`src/rtl/core/keyed_setting_table_assert.svh`:
```
// Assertion macros for the keyed setting table.
// Included by files that check their own logic; needs nothing else.
`ifndef KEYED_SETTING_TABLE_ASSERT_SVH
`define KEYED_SETTING_TABLE_ASSERT_SVH

// same-cycle implication
`define KST_ASSERT_NOW(label, clk, rst_n, ante, cons, msg) \
	label: assert property (@(posedge clk) disable iff (!rst_n) (ante) |-> (cons)) \
		else $error(msg);

// next-cycle implication
`define KST_ASSERT_NEXT(label, clk, rst_n, ante, cons, msg) \
	label: assert property (@(posedge clk) disable iff (!rst_n) (ante) |=> (cons)) \
		else $error(msg);

`endif

```
`src/rtl/core/kst_pkg.sv`:
```
// Shared types and codes for the keyed setting table.
// Used by kst_cell and keyed_setting_table; depends on nothing.
package kst_pkg;

	localparam int unsigned HASH_BITS    = 16;
	localparam int unsigned KIND_BITS    = 3;
	localparam int unsigned STATUS_BITS  = 3;
	localparam int unsigned INDEX_BITS   = 5;
	localparam int unsigned COUNT_BITS   = 6;
	localparam int unsigned IN_PAY_BITS  = 32;
	localparam int unsigned OUT_PAY_BITS = 32;

	localparam logic [KIND_BITS-1:0] KIND_CLEAR   = 3'd0;
	localparam logic [KIND_BITS-1:0] KIND_POP     = 3'd1;
	localparam logic [KIND_BITS-1:0] KIND_INSERT  = 3'd2;
	localparam logic [KIND_BITS-1:0] KIND_LOOKUP  = 3'd3;
	localparam logic [KIND_BITS-1:0] KIND_COLLECT = 3'd4;

	localparam logic [STATUS_BITS-1:0] ST_REPLACED  = 3'd0;
	localparam logic [STATUS_BITS-1:0] ST_APPENDED  = 3'd1;
	localparam logic [STATUS_BITS-1:0] ST_OVERFLOW  = 3'd2;
	localparam logic [STATUS_BITS-1:0] ST_FOUND     = 3'd3;
	localparam logic [STATUS_BITS-1:0] ST_NOT_FOUND = 3'd4;
	localparam logic [STATUS_BITS-1:0] ST_COLL_ITEM = 3'd5;
	localparam logic [STATUS_BITS-1:0] ST_COLL_END  = 3'd6;
	localparam logic [STATUS_BITS-1:0] ST_DONE      = 3'd7;

	typedef struct packed {
		logic [HASH_BITS-1:0] group;
		logic [HASH_BITS-1:0] member;
		logic [HASH_BITS-1:0] name;
	} key_t;

	// control broadcast to every cell
	typedef struct packed {
		logic load;      // capture the compare result into the pending bit
		logic full_key;  // compare all three hashes, else group and name only
		logic consume;   // drop the pending bit of the first pending cell
	} cell_ctrl_t;

	typedef enum logic [1:0] {
		S_IDLE,
		S_MATCH,
		S_RESOLVE
	} state_t;

endpackage

```
`src/rtl/core/keyed_setting_table.sv`:
```
// Keyed setting table: a row of entry cells with a first-match chain.
// A request passes the match and resolve states; results are registered before output.
// A new request is taken only while idle; collect returns each match, then an end marker,
// one result per cycle, set by the single scan of the cell chain per cycle.
// Reset clears the entry count and the overflow flag; stored entries stay undefined.
// Results are shown for one cycle with result_valid; the receiver cannot stall.
module keyed_setting_table #(
	parameter int unsigned TABLE_DEPTH  = 32,
	parameter int unsigned PAYLOAD_BITS = 32
) (
	input  logic                             clk,
	input  logic                             arst_n,
	input  logic                             start,
	output logic                             busy,
	input  logic [kst_pkg::KIND_BITS-1:0]    kind,
	input  logic [kst_pkg::HASH_BITS-1:0]    key_group,
	input  logic [kst_pkg::HASH_BITS-1:0]    key_member,
	input  logic [kst_pkg::HASH_BITS-1:0]    key_name,
	input  logic [kst_pkg::IN_PAY_BITS-1:0]  entry_payload,
	output logic                             result_valid,
	output logic [kst_pkg::STATUS_BITS-1:0]  status,
	output logic [kst_pkg::INDEX_BITS-1:0]   entry_index,
	output logic [kst_pkg::OUT_PAY_BITS-1:0] found_payload,
	output logic [kst_pkg::HASH_BITS-1:0]    found_member_key,
	output logic [kst_pkg::COUNT_BITS-1:0]   entries_used,
	output logic                             load_error,
	output logic                             last
);

	`include "keyed_setting_table_assert.svh"

	localparam int unsigned IDX_W = $clog2(TABLE_DEPTH);
	localparam int unsigned CNT_W = $clog2(TABLE_DEPTH + 1);

	kst_pkg::state_t state_q, state_d;

	logic [kst_pkg::KIND_BITS-1:0] kind_q;
	kst_pkg::key_t                 key_q;
	logic [PAYLOAD_BITS-1:0]       pay_q;
	logic [CNT_W-1:0]              count_q, count_d;
	logic                          err_q, err_d;

	kst_pkg::cell_ctrl_t     ctrl;
	logic [TABLE_DEPTH-1:0]  valid_vec;
	logic [TABLE_DEPTH-1:0]  first_vec;
	logic [TABLE_DEPTH:0]    hit_chain;
	logic [TABLE_DEPTH-1:0]  wr_key_vec;
	logic [TABLE_DEPTH-1:0]  wr_pay_vec;
	logic [kst_pkg::HASH_BITS-1:0] cell_member [TABLE_DEPTH];
	logic [PAYLOAD_BITS-1:0]       cell_pay    [TABLE_DEPTH];

	logic [IDX_W-1:0]              sel_idx;
	logic [PAYLOAD_BITS-1:0]       sel_pay;
	logic [kst_pkg::HASH_BITS-1:0] sel_member;
	logic                          any_hit;

	logic                            emit;
	logic [kst_pkg::STATUS_BITS-1:0] res_status;
	logic [IDX_W-1:0]                res_idx;
	logic [PAYLOAD_BITS-1:0]         res_pay;
	logic [kst_pkg::HASH_BITS-1:0]   res_member;
	logic                            res_last;
	logic                            do_replace;
	logic                            do_append;

	logic                              res_valid_q;
	logic [kst_pkg::STATUS_BITS-1:0]   res_status_q;
	logic [kst_pkg::INDEX_BITS-1:0]    res_idx_q;
	logic [kst_pkg::OUT_PAY_BITS-1:0]  res_pay_q;
	logic [kst_pkg::HASH_BITS-1:0]     res_member_q;
	logic [kst_pkg::COUNT_BITS-1:0]    res_used_q;
	logic                              res_err_q;
	logic                              res_last_q;

	assign busy = (state_q != kst_pkg::S_IDLE);

	// request capture
	always_ff @(posedge clk) begin
		if (start && !busy) begin
			kind_q <= kind;
			key_q  <= '{group: key_group, member: key_member, name: key_name};
			pay_q  <= PAYLOAD_BITS'(entry_payload);
		end
	end

	// cell row
	assign hit_chain[0] = 1'b0;

	for (genvar i = 0; i < TABLE_DEPTH; i++) begin : g_cell
		assign valid_vec[i] = (CNT_W'(i) < count_q);
		kst_cell #(
			.PAYLOAD_BITS (PAYLOAD_BITS)
		) u_cell (
			.clk     (clk),
			.arst_n  (arst_n),
			.ctrl    (ctrl),
			.valid   (valid_vec[i]),
			.cmp_key (key_q),
			.wr_key  (wr_key_vec[i]),
			.wr_pay  (wr_pay_vec[i]),
			.wr_data (pay_q),
			.hit_in  (hit_chain[i]),
			.hit_out (hit_chain[i+1]),
			.first   (first_vec[i]),
			.member  (cell_member[i]),
			.payload (cell_pay[i])
		);
	end

	assign any_hit = hit_chain[TABLE_DEPTH];

	// first_vec is one-hot or empty: encode index and select fields by AND-OR
	always_comb begin
		sel_idx    = '0;
		sel_pay    = '0;
		sel_member = '0;
		for (int i = 0; i < TABLE_DEPTH; i++) begin
			if (first_vec[i]) begin
				sel_idx    = sel_idx | IDX_W'(i);
				sel_pay    = sel_pay | cell_pay[i];
				sel_member = sel_member | cell_member[i];
			end
		end
	end

	// next state
	always_comb begin
		state_d = state_q;
		case (state_q)
			kst_pkg::S_IDLE: begin
				if (start) begin
					state_d = kst_pkg::S_MATCH;
				end
			end
			kst_pkg::S_MATCH: begin
				state_d = kst_pkg::S_RESOLVE;
			end
			kst_pkg::S_RESOLVE: begin
				if (!(kind_q == kst_pkg::KIND_COLLECT && any_hit)) begin
					state_d = kst_pkg::S_IDLE;
				end
			end
			default: begin
				state_d = kst_pkg::S_IDLE;
			end
		endcase
	end

	// outputs and table updates
	always_comb begin
		ctrl.load     = (state_q == kst_pkg::S_MATCH);
		ctrl.full_key = (kind_q != kst_pkg::KIND_COLLECT);
		ctrl.consume  = 1'b0;
		emit       = 1'b0;
		res_status = kst_pkg::ST_DONE;
		res_idx    = '0;
		res_pay    = '0;
		res_member = '0;
		res_last   = 1'b1;
		do_replace = 1'b0;
		do_append  = 1'b0;
		count_d    = count_q;
		err_d      = err_q;
		if (state_q == kst_pkg::S_RESOLVE) begin
			emit = 1'b1;
			case (kind_q)
				kst_pkg::KIND_CLEAR: begin
					count_d = '0;
				end
				kst_pkg::KIND_POP: begin
					if (count_q != '0) begin
						count_d = count_q - 1'b1;
						res_idx = IDX_W'(count_q - 1'b1);
					end
				end
				kst_pkg::KIND_INSERT: begin
					if (any_hit) begin
						do_replace = 1'b1;
						res_status = kst_pkg::ST_REPLACED;
						res_idx    = sel_idx;
					end else if (count_q < CNT_W'(TABLE_DEPTH)) begin
						do_append  = 1'b1;
						res_status = kst_pkg::ST_APPENDED;
						res_idx    = IDX_W'(count_q);
						count_d    = count_q + 1'b1;
					end else begin
						res_status = kst_pkg::ST_OVERFLOW;
						err_d      = 1'b1;
					end
				end
				kst_pkg::KIND_LOOKUP: begin
					if (any_hit) begin
						res_status = kst_pkg::ST_FOUND;
						res_idx    = sel_idx;
						res_pay    = sel_pay;
					end else begin
						res_status = kst_pkg::ST_NOT_FOUND;
					end
				end
				kst_pkg::KIND_COLLECT: begin
					if (any_hit) begin
						ctrl.consume = 1'b1;
						res_status   = kst_pkg::ST_COLL_ITEM;
						res_idx      = sel_idx;
						res_member   = sel_member;
						res_last     = 1'b0;
					end else begin
						res_status = kst_pkg::ST_COLL_END;
					end
				end
				default: begin
					res_status = kst_pkg::ST_DONE;
				end
			endcase
		end
	end

	always_comb begin
		for (int i = 0; i < TABLE_DEPTH; i++) begin
			wr_key_vec[i] = do_append && (CNT_W'(i) == count_q);
			wr_pay_vec[i] = wr_key_vec[i] || (do_replace && first_vec[i]);
		end
	end

	always_ff @(posedge clk or negedge arst_n) begin
		if (!arst_n) begin
			state_q     <= kst_pkg::S_IDLE;
			count_q     <= '0;
			err_q       <= 1'b0;
			res_valid_q <= 1'b0;
		end else begin
			state_q     <= state_d;
			count_q     <= count_d;
			err_q       <= err_d;
			res_valid_q <= emit;
		end
	end

	always_ff @(posedge clk) begin
		if (emit) begin
			res_status_q <= res_status;
			res_idx_q    <= kst_pkg::INDEX_BITS'(res_idx);
			res_pay_q    <= kst_pkg::OUT_PAY_BITS'(res_pay);
			res_member_q <= res_member;
			res_used_q   <= kst_pkg::COUNT_BITS'(count_d);
			res_err_q    <= err_d;
			res_last_q   <= res_last;
		end
	end

	assign result_valid     = res_valid_q;
	assign status           = res_status_q;
	assign entry_index      = res_idx_q;
	assign found_payload    = res_pay_q;
	assign found_member_key = res_member_q;
	assign entries_used     = res_used_q;
	assign load_error       = res_err_q;
	assign last             = res_last_q;

	`KST_ASSERT_NOW(a_count_bound, clk, arst_n, 1'b1, count_q <= CNT_W'(TABLE_DEPTH), "entry count beyond table depth")
	`KST_ASSERT_NOW(a_busy_from_request, clk, arst_n, $rose(busy), $past(start), "busy rose without a request")
	`KST_ASSERT_NEXT(a_error_sticky, clk, arst_n, err_q, err_q, "overflow flag cleared")
	`KST_ASSERT_NEXT(a_collect_continues, clk, arst_n, result_valid && !last, result_valid, "collect stopped before its end marker")

endmodule

```
`src/rtl/core/kst_cell.sv`:
```
// One table entry: stored key and payload, a compare, and a pending bit.
// Depends on kst_pkg; chained by keyed_setting_table through the hit line.
module kst_cell #(
	parameter int unsigned PAYLOAD_BITS = 32
) (
	input  logic                          clk,
	input  logic                          arst_n,
	input  kst_pkg::cell_ctrl_t           ctrl,
	input  logic                          valid,
	input  kst_pkg::key_t                 cmp_key,
	input  logic                          wr_key,
	input  logic                          wr_pay,
	input  logic [PAYLOAD_BITS-1:0]       wr_data,
	input  logic                          hit_in,
	output logic                          hit_out,
	output logic                          first,
	output logic [kst_pkg::HASH_BITS-1:0] member,
	output logic [PAYLOAD_BITS-1:0]       payload
);

	kst_pkg::key_t           key_q;
	logic [PAYLOAD_BITS-1:0] pay_q;
	logic                    pend_q;
	logic                    match;

	always_comb begin
		match = valid && (key_q.group == cmp_key.group) && (key_q.name == cmp_key.name)
			&& (!ctrl.full_key || (key_q.member == cmp_key.member));
	end

	// first pending cell: nothing pending on the lower side of the chain
	assign first   = pend_q && !hit_in;
	assign hit_out = pend_q || hit_in;
	assign member  = key_q.member;
	assign payload = pay_q;

	always_ff @(posedge clk) begin
		if (wr_key) begin
			key_q <= cmp_key;
		end
		if (wr_pay) begin
			pay_q <= wr_data;
		end
	end

	always_ff @(posedge clk or negedge arst_n) begin
		if (!arst_n) begin
			pend_q <= 1'b0;
		end else if (ctrl.load) begin
			pend_q <= match;
		end else if (ctrl.consume && first) begin
			pend_q <= 1'b0;
		end
	end

endmodule

```
`config.mk`:
```
export PLATFORM = sky130hd
export DESIGN_NAME = keyed_setting_table
export DESIGN_NICKNAME = d
export VERILOG_FILES = /design/src/rtl/core/kst_pkg.sv /design/src/rtl/core/keyed_setting_table.sv /design/src/rtl/core/kst_cell.sv
export VERILOG_INCLUDE_DIRS = /design/src /design/src/rtl/core
export SDC_FILE = /design/constraint.sdc
export NUM_CORES = 2
export LEC_CHECK = 0
export ABC_AREA = 1
export BUFFER_PORTS_ARGS = -buffer_cell sky130_fd_sc_hd__buf_2
export CAP_MARGIN = 20
export CORE_MARGIN = 4
export CORE_UTILIZATION = 50
export CTS_BUF_LIST = sky130_fd_sc_hd__clkbuf_4 sky130_fd_sc_hd__clkbuf_8
export DETAILED_ROUTE_END_ITERATION = 8
export PLACE_DENSITY_LB_ADDON = 0.15
export SYNTH_ARGS = -nofsm -noshare
export SYNTH_HDL_FRONTEND = slang
export SYNTH_SLANG_ARGS = --single-unit
```
`constraint.sdc`:
```
create_clock -name clk -period 13.6 [get_ports clk]
set_clock_uncertainty 0.15 [all_clocks]
set_input_delay 0.68 -clock clk [delete_from_list [all_inputs] [get_ports clk]]
set_output_delay 0.68 -clock clk [all_outputs]
set_load 0.05 [all_outputs]
```
**Word-level counts from Yosys, hierarchy flattened**

Index checks and enable logic that the tools add are counted.

- Multiplexer cells: 288
- Reduce and logical (&&, ||, !) cells: 391
- Magnitude comparators: 33
- Divide/modulo/power cells: 0
- Multipliers: 0
- Add/sub/neg operators: 2
- Equal/unequal tests: 136
- Shift operators: 0
- Bitwise logic cells: 62

Operators by type and width:

| kind | count |
|---|---|
| 16-bit equality test | 96 |
| 32-bit two-way mux | 37 |
| 32-bit OR | 31 |
| 16-bit two-way mux | 37 |
| 16-bit OR | 31 |
| 1-bit logical AND | 225 |
| 5-bit two-way mux | 32 |
| 1-bit two-way mux | 134 |
| 5-bit by 6-bit equality test with 1-bit output (first input constant) | 16 |
| 5-bit by 6-bit less-than comparator with 1-bit output (first input constant) | 16 |
| 1-bit logical OR | 95 |
| 6-bit two-way mux | 12 |
| 2-bit nonzero test | 33 |
| 4-bit by 6-bit equality test with 1-bit output (first input constant) | 8 |
| 4-bit by 6-bit less-than comparator with 1-bit output (first input constant) | 8 |
| 3-bit two-way mux | 16 |
| 1-bit zero test | 33 |
| 4-bit two-way mux | 8 |
| 3-bit by 6-bit equality test with 1-bit output (first input constant) | 4 |
| 3-bit by 6-bit less-than comparator with 1-bit output (first input constant) | 4 |
| 5-bit case mux with 4 select lines | 1 |
| 6-bit case mux with 3 select lines | 1 |
| 2-bit two-way mux | 8 |
| 2-bit by 6-bit equality test with 1-bit output (first input constant) | 2 |
| other kinds (20) | 24 |

- Bits of input ports: 86
- RAM bits: 0
- Memory bits (read-only): 0
- Bits in latches: 0
- Memories kept: 0
- Output and inout port bits: 66
- Bits in registers: 2749

**Depth between registers and ports, before layout**

- Depth in word-level cells: 68
- Depth in mapped cells: 25
- Mapped depth without buffers: 23

**By module**

From an unflattened synthesis, not the netlist that was laid out.

- Cells, all modules: 14324
- Area total of the unflattened synthesis: 130490.2 µm²

By module, submodules not included:

| module | cells each | area an instance (µm²) | times used | seq. area each (µm²) |
|---|---|---|---|---|
| kst_cell | 330 | 3497.1 | 32 | 2427.3 |
| keyed_setting_table | 3764 | 18582.8 | 1 | 4664.5 |

**Worst setup path after synthesis**

Ideal clock, no wire load.

- Kind: flip-flop to flip-flop
- Start point: register state_q[1]
- End point: register g_cell[4].u_cell.pay_q[0], enable pin
- Required time: 12.984 ns
- Cell stages (with the launch flop): 8
- Setup time: 0.466 ns
- Period minus slack after synthesis: 7.979 ns
- Arrival: 7.363 ns
- Setup slack: 5.621 ns
- Cell sequence: dfrtp_1 -> inv_1 -> nor2_1 -> inv_1 -> clkbuf_1 -> nor3_1 -> inv_1 -> o21ai_0

- Cells in the longest elaborated chain, start to end: 4
- Elaborated cells on any way between the ends: 6
- Those cells by class: eq/ne: 1; mux: 2; reduce/logical: 3

RTL lines:

| element | RTL line | RTL |
|---|---|---|
| start, declared | keyed_setting_table.sv:35 | `kst_pkg::state_t state_q, state_d;` |
| start signal, assigned | keyed_setting_table.sv:227 | `state_q <= kst_pkg::S_IDLE;` |
| start signal, assigned | keyed_setting_table.sv:232 | `state_q <= state_d;` |
| 2-bit equality test (*) | keyed_setting_table.sv:164 | `if (state_q == kst_pkg::S_RESOLVE) begin` |
| 1-bit two-way mux | keyed_setting_table.sv:164 |  |
| 1-bit logical AND (on tied branches) | keyed_setting_table.sv:220, keyed_setting_table.sv:221 |  |
| 1-bit logical OR (*) | keyed_setting_table.sv:221 | `wr_pay_vec[i] = wr_key_vec[i] \|\| (do_replace && first_vec[i]);` |
| named net g_cell[4].u_cell.wr_pay | kst_cell.sv:12 | `input logic wr_pay,` |
| end signal, assigned | kst_cell.sv:42 | `pay_q <= wr_data;` |
| end, declared | kst_cell.sv:22 | `logic [PAYLOAD_BITS-1:0] pay_q;` |

Mark *: on every way through the listed nets, which the timed path passes. The rest lies on a longest branch.
A chain may end at the register's enable or synchronous reset.

**Final worst setup path**

- Start point: register g_cell[1].u_cell.pend_q
- End point: register g_cell[3].u_cell.key_q[47] (netlist bit), enable pin

- Cells in the longest elaborated chain, start to end: 38

RTL lines:

| element | RTL line | RTL |
|---|---|---|
| start, declared | kst_cell.sv:23 | `logic pend_q;` |
| start signal, assigned | kst_cell.sv:50 | `pend_q <= match;` |
| 1-bit logical OR (31 in a row) | kst_cell.sv:33 | `assign hit_out = pend_q \|\| hit_in;` |
| 1-bit two-way mux | keyed_setting_table.sv:177 | `if (any_hit) begin` |
| 1-bit two-way mux | keyed_setting_table.sv:166 | `case (kind_q)` |
| 1-bit two-way mux | keyed_setting_table.sv:164 |  |
| 1-bit two-way mux | keyed_setting_table.sv:166 |  |
| 1-bit two-way mux (2 in a row) | keyed_setting_table.sv:164 |  |
| 1-bit logical AND | keyed_setting_table.sv:220 | `wr_key_vec[i] = do_append && (CNT_W'(i) == count_q);` |
| named net g_cell[3].u_cell.wr_key | kst_cell.sv:11 | `input logic wr_key,` |
| end signal, assigned | kst_cell.sv:39 | `key_q <= cmp_key;` |
| end, declared | kst_cell.sv:21 | `kst_pkg::key_t key_q;` |

The timed path passes the listed nets, and every way through them passes these cells. The select of a mux whose other input is x is not followed.

==> run metrics <==
total wire length 357 mm; TNS Setup 0 ps; CTS HTree Levels 5; sw frac 24.8%; Synth Warn # 0; Final ANT Viol Nets 0; FF/Latch Area 82300 sq um; top post-synthesis cells by area edfxtp_1 (70%), nand2_1 (5.2%), xor2_1 (4.3%); Pint 0.0135 W; critical path endpoint category flop; WL per Instance 26.9 um; FF-to-FF setup slack 7130 ps; RSZ-0062 raised after global routing no; Core Region 231000 sq um; crit path max fanout 46; clk root buf clkbuf_8; Seq/Total Area, Yosys 70.8%; post-cts sizing count 0; largest net degree at the start of global routing 66; antenna violations before repair 14; worst min path class in2reg; Clock Latency Late Sink 1150 ps; Switching Power 0.00446 W; Reg2Reg Launch Point g_cell[1].u_cell.pend_q; DRC viols 0; global-route wire length before repair 508 mm; Comb power frac 8.1%; Worst Hold Launch entry_payload[14]; Pleak 46.7 nW; I/O Buffers 151; Synth Instances 9281; Die Width 490 um; cell area after layout 132000 sq um; Setup crit start kind flop; Final Hold Fails 0; max-slew violation count 0; Synth cell types 50; Clk network pwr share 39.0%; power density cells 136 nW/um^2; Cell Area, Synth 116000 sq um; final hold slack 112 ps; Vias/cell 5.64; Post-CTS Setup Inserts 0; drt first-iter violations 8155; vias post-DR 74734; Period minus WS final 6470 ps; All-Layer GR Usage 29.1%; Peak Freq 154 MHz; layout cells sized above 1 14.1%; Num CTS Buffers 457; r2r worst-path depth 21; status finished clean; Reg power frac 52.9%; fill cell count 18670; Mapped Nets 9373; initial core utilization 50.4%; Hold Path End pay_q[14]; critical path class reg2reg; CTS hold repair buffers 96; Worst Path Required 14200 ps; Max-Cap Viols 0; relative slew slack 19.1%; Worst-Margin Slew 1200 ps; final core occ 57.2%; Clock Path Buffers 4; Worst Path Arrival 7070 ps; FP Rows 176; final-report setup violation count 0; worst vdd ir 0.000117 V; Synth Register Bits 2749; TritonCTS clock tree done; Top Ports 152; share of the synthesized area in the top cell type 69.9%; Final nets 9944; RR Endpoint g_cell[3].u_cell.key_q[47]; area grow syn2layout 13.6%; Syn Area/Cell 12.5 sq um; CP peak stage delay 810 ps; full die area 240000 sq um; area of the multi-input gates 30700 sq um; DIE HEIGHT 490 um; vias in the first global route 72124; fin cells 13243; dpl cells 12309; Initial DRT Pass Iterations 5; clock sinks 2749; placed cell area 122000 sq um; Clk pin slew, worst setup/hold paths 60 ps; hold depth 2; DP HPWL 227 mm; post-route clock period utilization 47.6%; slowest CP cell nor2_4; Routability Congestion 0.943; post-synth top area cell edfxtp_1; total gr overflow 0; CP Cell Sequence buf_4 -> nor2_4 -> nand4_4 -> nor3_4 -> nand4_2 -> nor2_2 -> nand4_2 -> nor2_2 -> nand4_2 -> nor2_2 -> nand4_2 -> nor2_2 -> nand4_2 -> nor2_2 -> nand4_2 -> nor2_2 -> nand4_4 -> nor2_8 -> nand2_2 -> nor2_4 -> buf_4
-- synth_stat cells, drive strengths merged --
library cell / instances
xor2: 567
a21oi: 25
clkinv: 5
nand4: 473
inv: 613
a211oi: 13
o21bai: 1
or4: 13
xnor2: 548
nor4b: 3
o2111ai: 34
ha: 6
nand3b: 5
nor3: 55
buf: 107
o221ai: 1
a211o: 4
o22ai: 30
a31oi: 1
o41ai: 24
nand2: 1615
nor3b: 30
a22oi: 4
a2111oi: 10
o211ai: 7
or3b: 1
nor2: 1157
nor4: 105
o31ai: 2
or3: 1
dfrtp: 42
a221oi: 24
or2: 202
o21ai: 141
o32ai: 2
edfxtp: 2707
nand3: 405
clkbuf: 298
-- kinds of logic after synthesis --
| logic type | Yosys count | share of synthesized area, % |
|---|---|---|
| AOI/OAI and AO/OA | 323 | 1.80 |
| buffers and inverters | 1023 | 3.36 |
| DFF | 2749 | 70.8 |
| xor gates and xnor gates | 1115 | 8.40 |
| adders and majority gates | 6 | 0.0645 |
| and+or+nand+nor | 4065 | 15.6 |
-- layer usage --
metal  up-vias  track usage (%)  part of all wire, %
li1      33404                -                    -
met1     37334             40.5                   41
met2      3385             45.6                   46
met3       607             4.96                  8.3
met4         4             12.0                  4.4
met5         -                0               0.0079
-- cell type report --
type                       instances  share of cell area [%]
tap                             3026                    2.87
inverter                         618                    1.76
timing repair buffer             517                    3.23
antenna                            5                 0.00947
multi-input combinational       5509                    23.2
sequential                      2749                    62.3
clock inverter                   190                   0.774
clock buffer                     629                    5.78
-- worst max-delay path by stage --
| stage | startpoint | endpoint | slack (ps) | depth (start not counted) |
|---|---|---|---|---|
| detailed placement | g_cell[1].u_cell.pend_q | g_cell[3].u_cell.key_q[37] | 7270 | 21 |
| global route | g_cell[1].u_cell.pend_q | g_cell[3].u_cell.key_q[0] | 6830 | 21 |
| finish | g_cell[1].u_cell.pend_q | g_cell[3].u_cell.key_q[47] | 7130 | 21 |
| CTS | g_cell[1].u_cell.pend_q | g_cell[3].u_cell.key_q[1] | 7210 | 21 |
| floorplan | state_q[1] | g_cell[4].u_cell.payload[0] | 5620 | 7 |
| global placement | g_cell[1].u_cell.pend_q | g_cell[11].u_cell.payload[17] | 7390 | 20 |
-- layout by cell type (no fill, tap or decap), drive strengths merged, types with 2 or more instances in the layout --
master / Yosys / final
edfxtp: 2707 / 2707
nand2: 1615 / 1615
nor2: 1157 / 1157
clkbuf: 298 / 629
inv: 613 / 613
xor2: 567 / 567
xnor2: 548 / 548
nand4: 473 / 473
buf: 107 / 421
nand3: 405 / 405
or2: 202 / 202
clkinv: 5 / 181
o21ai: 141 / 141
nor4: 105 / 105
dlygate4sd3: 0 / 96
nor3: 55 / 55
dfrtp: 42 / 42
o2111ai: 34 / 34
o22ai: 30 / 30
nor3b: 30 / 30
a21oi: 25 / 25
o41ai: 24 / 24
a221oi: 24 / 24
or4: 13 / 13
a211oi: 13 / 13
a2111oi: 10 / 10
bufinv: 0 / 8
o211ai: 7 / 7
clkinvlp: 0 / 6
ha: 6 / 6
diode: 0 / 5
nand3b: 5 / 5
a22oi: 4 / 4
a211o: 4 / 4
nor4b: 3 / 3
o31ai: 2 / 2
o32ai: 2 / 2
-- worst max-delay path, delay by kind of cell, from the launching register on --
kind,cells,cell delay (ps)
buf+inv,2,800
flops,1,380
simple gates,19,4700
-- power groups by stage --
stage	Sequential [W]	Combinational, W	Clock, W
floorplan	0.00976	0.000592	0
global placement	0.00969	0.00140	0
detailed placement	0.00969	0.00141	0
CTS	0.00952	0.00143	0.00712
global route	0.00951	0.00151	0.00752
finish	0.00952	0.00145	0.00701
-- flip-flops by register name, indices dropped and copies added, names as in the netlist, 2 cells and up --
signal and flops:
g_cell.u_cell.key_q 1024, g_cell.u_cell.payload 1024, g_cell.u_cell.member 512, key_q 48, found_payload 32, g_cell.u_cell.pend_q 32, pay_q 32, found_member_key 16
count_q 6, entries_used 6, entry_index 5, kind_q 3, status 3, state_q 2
-- stage by stage --
step	total power, W	setup WS, ps
floorplan	0.0104	5620
global placement	0.0111	7390
detailed placement	0.0111	7270
CTS	0.0181	7210
global route	0.0185	6830
finish	0.0180	7130
Power figures use the tool's default switching activity.
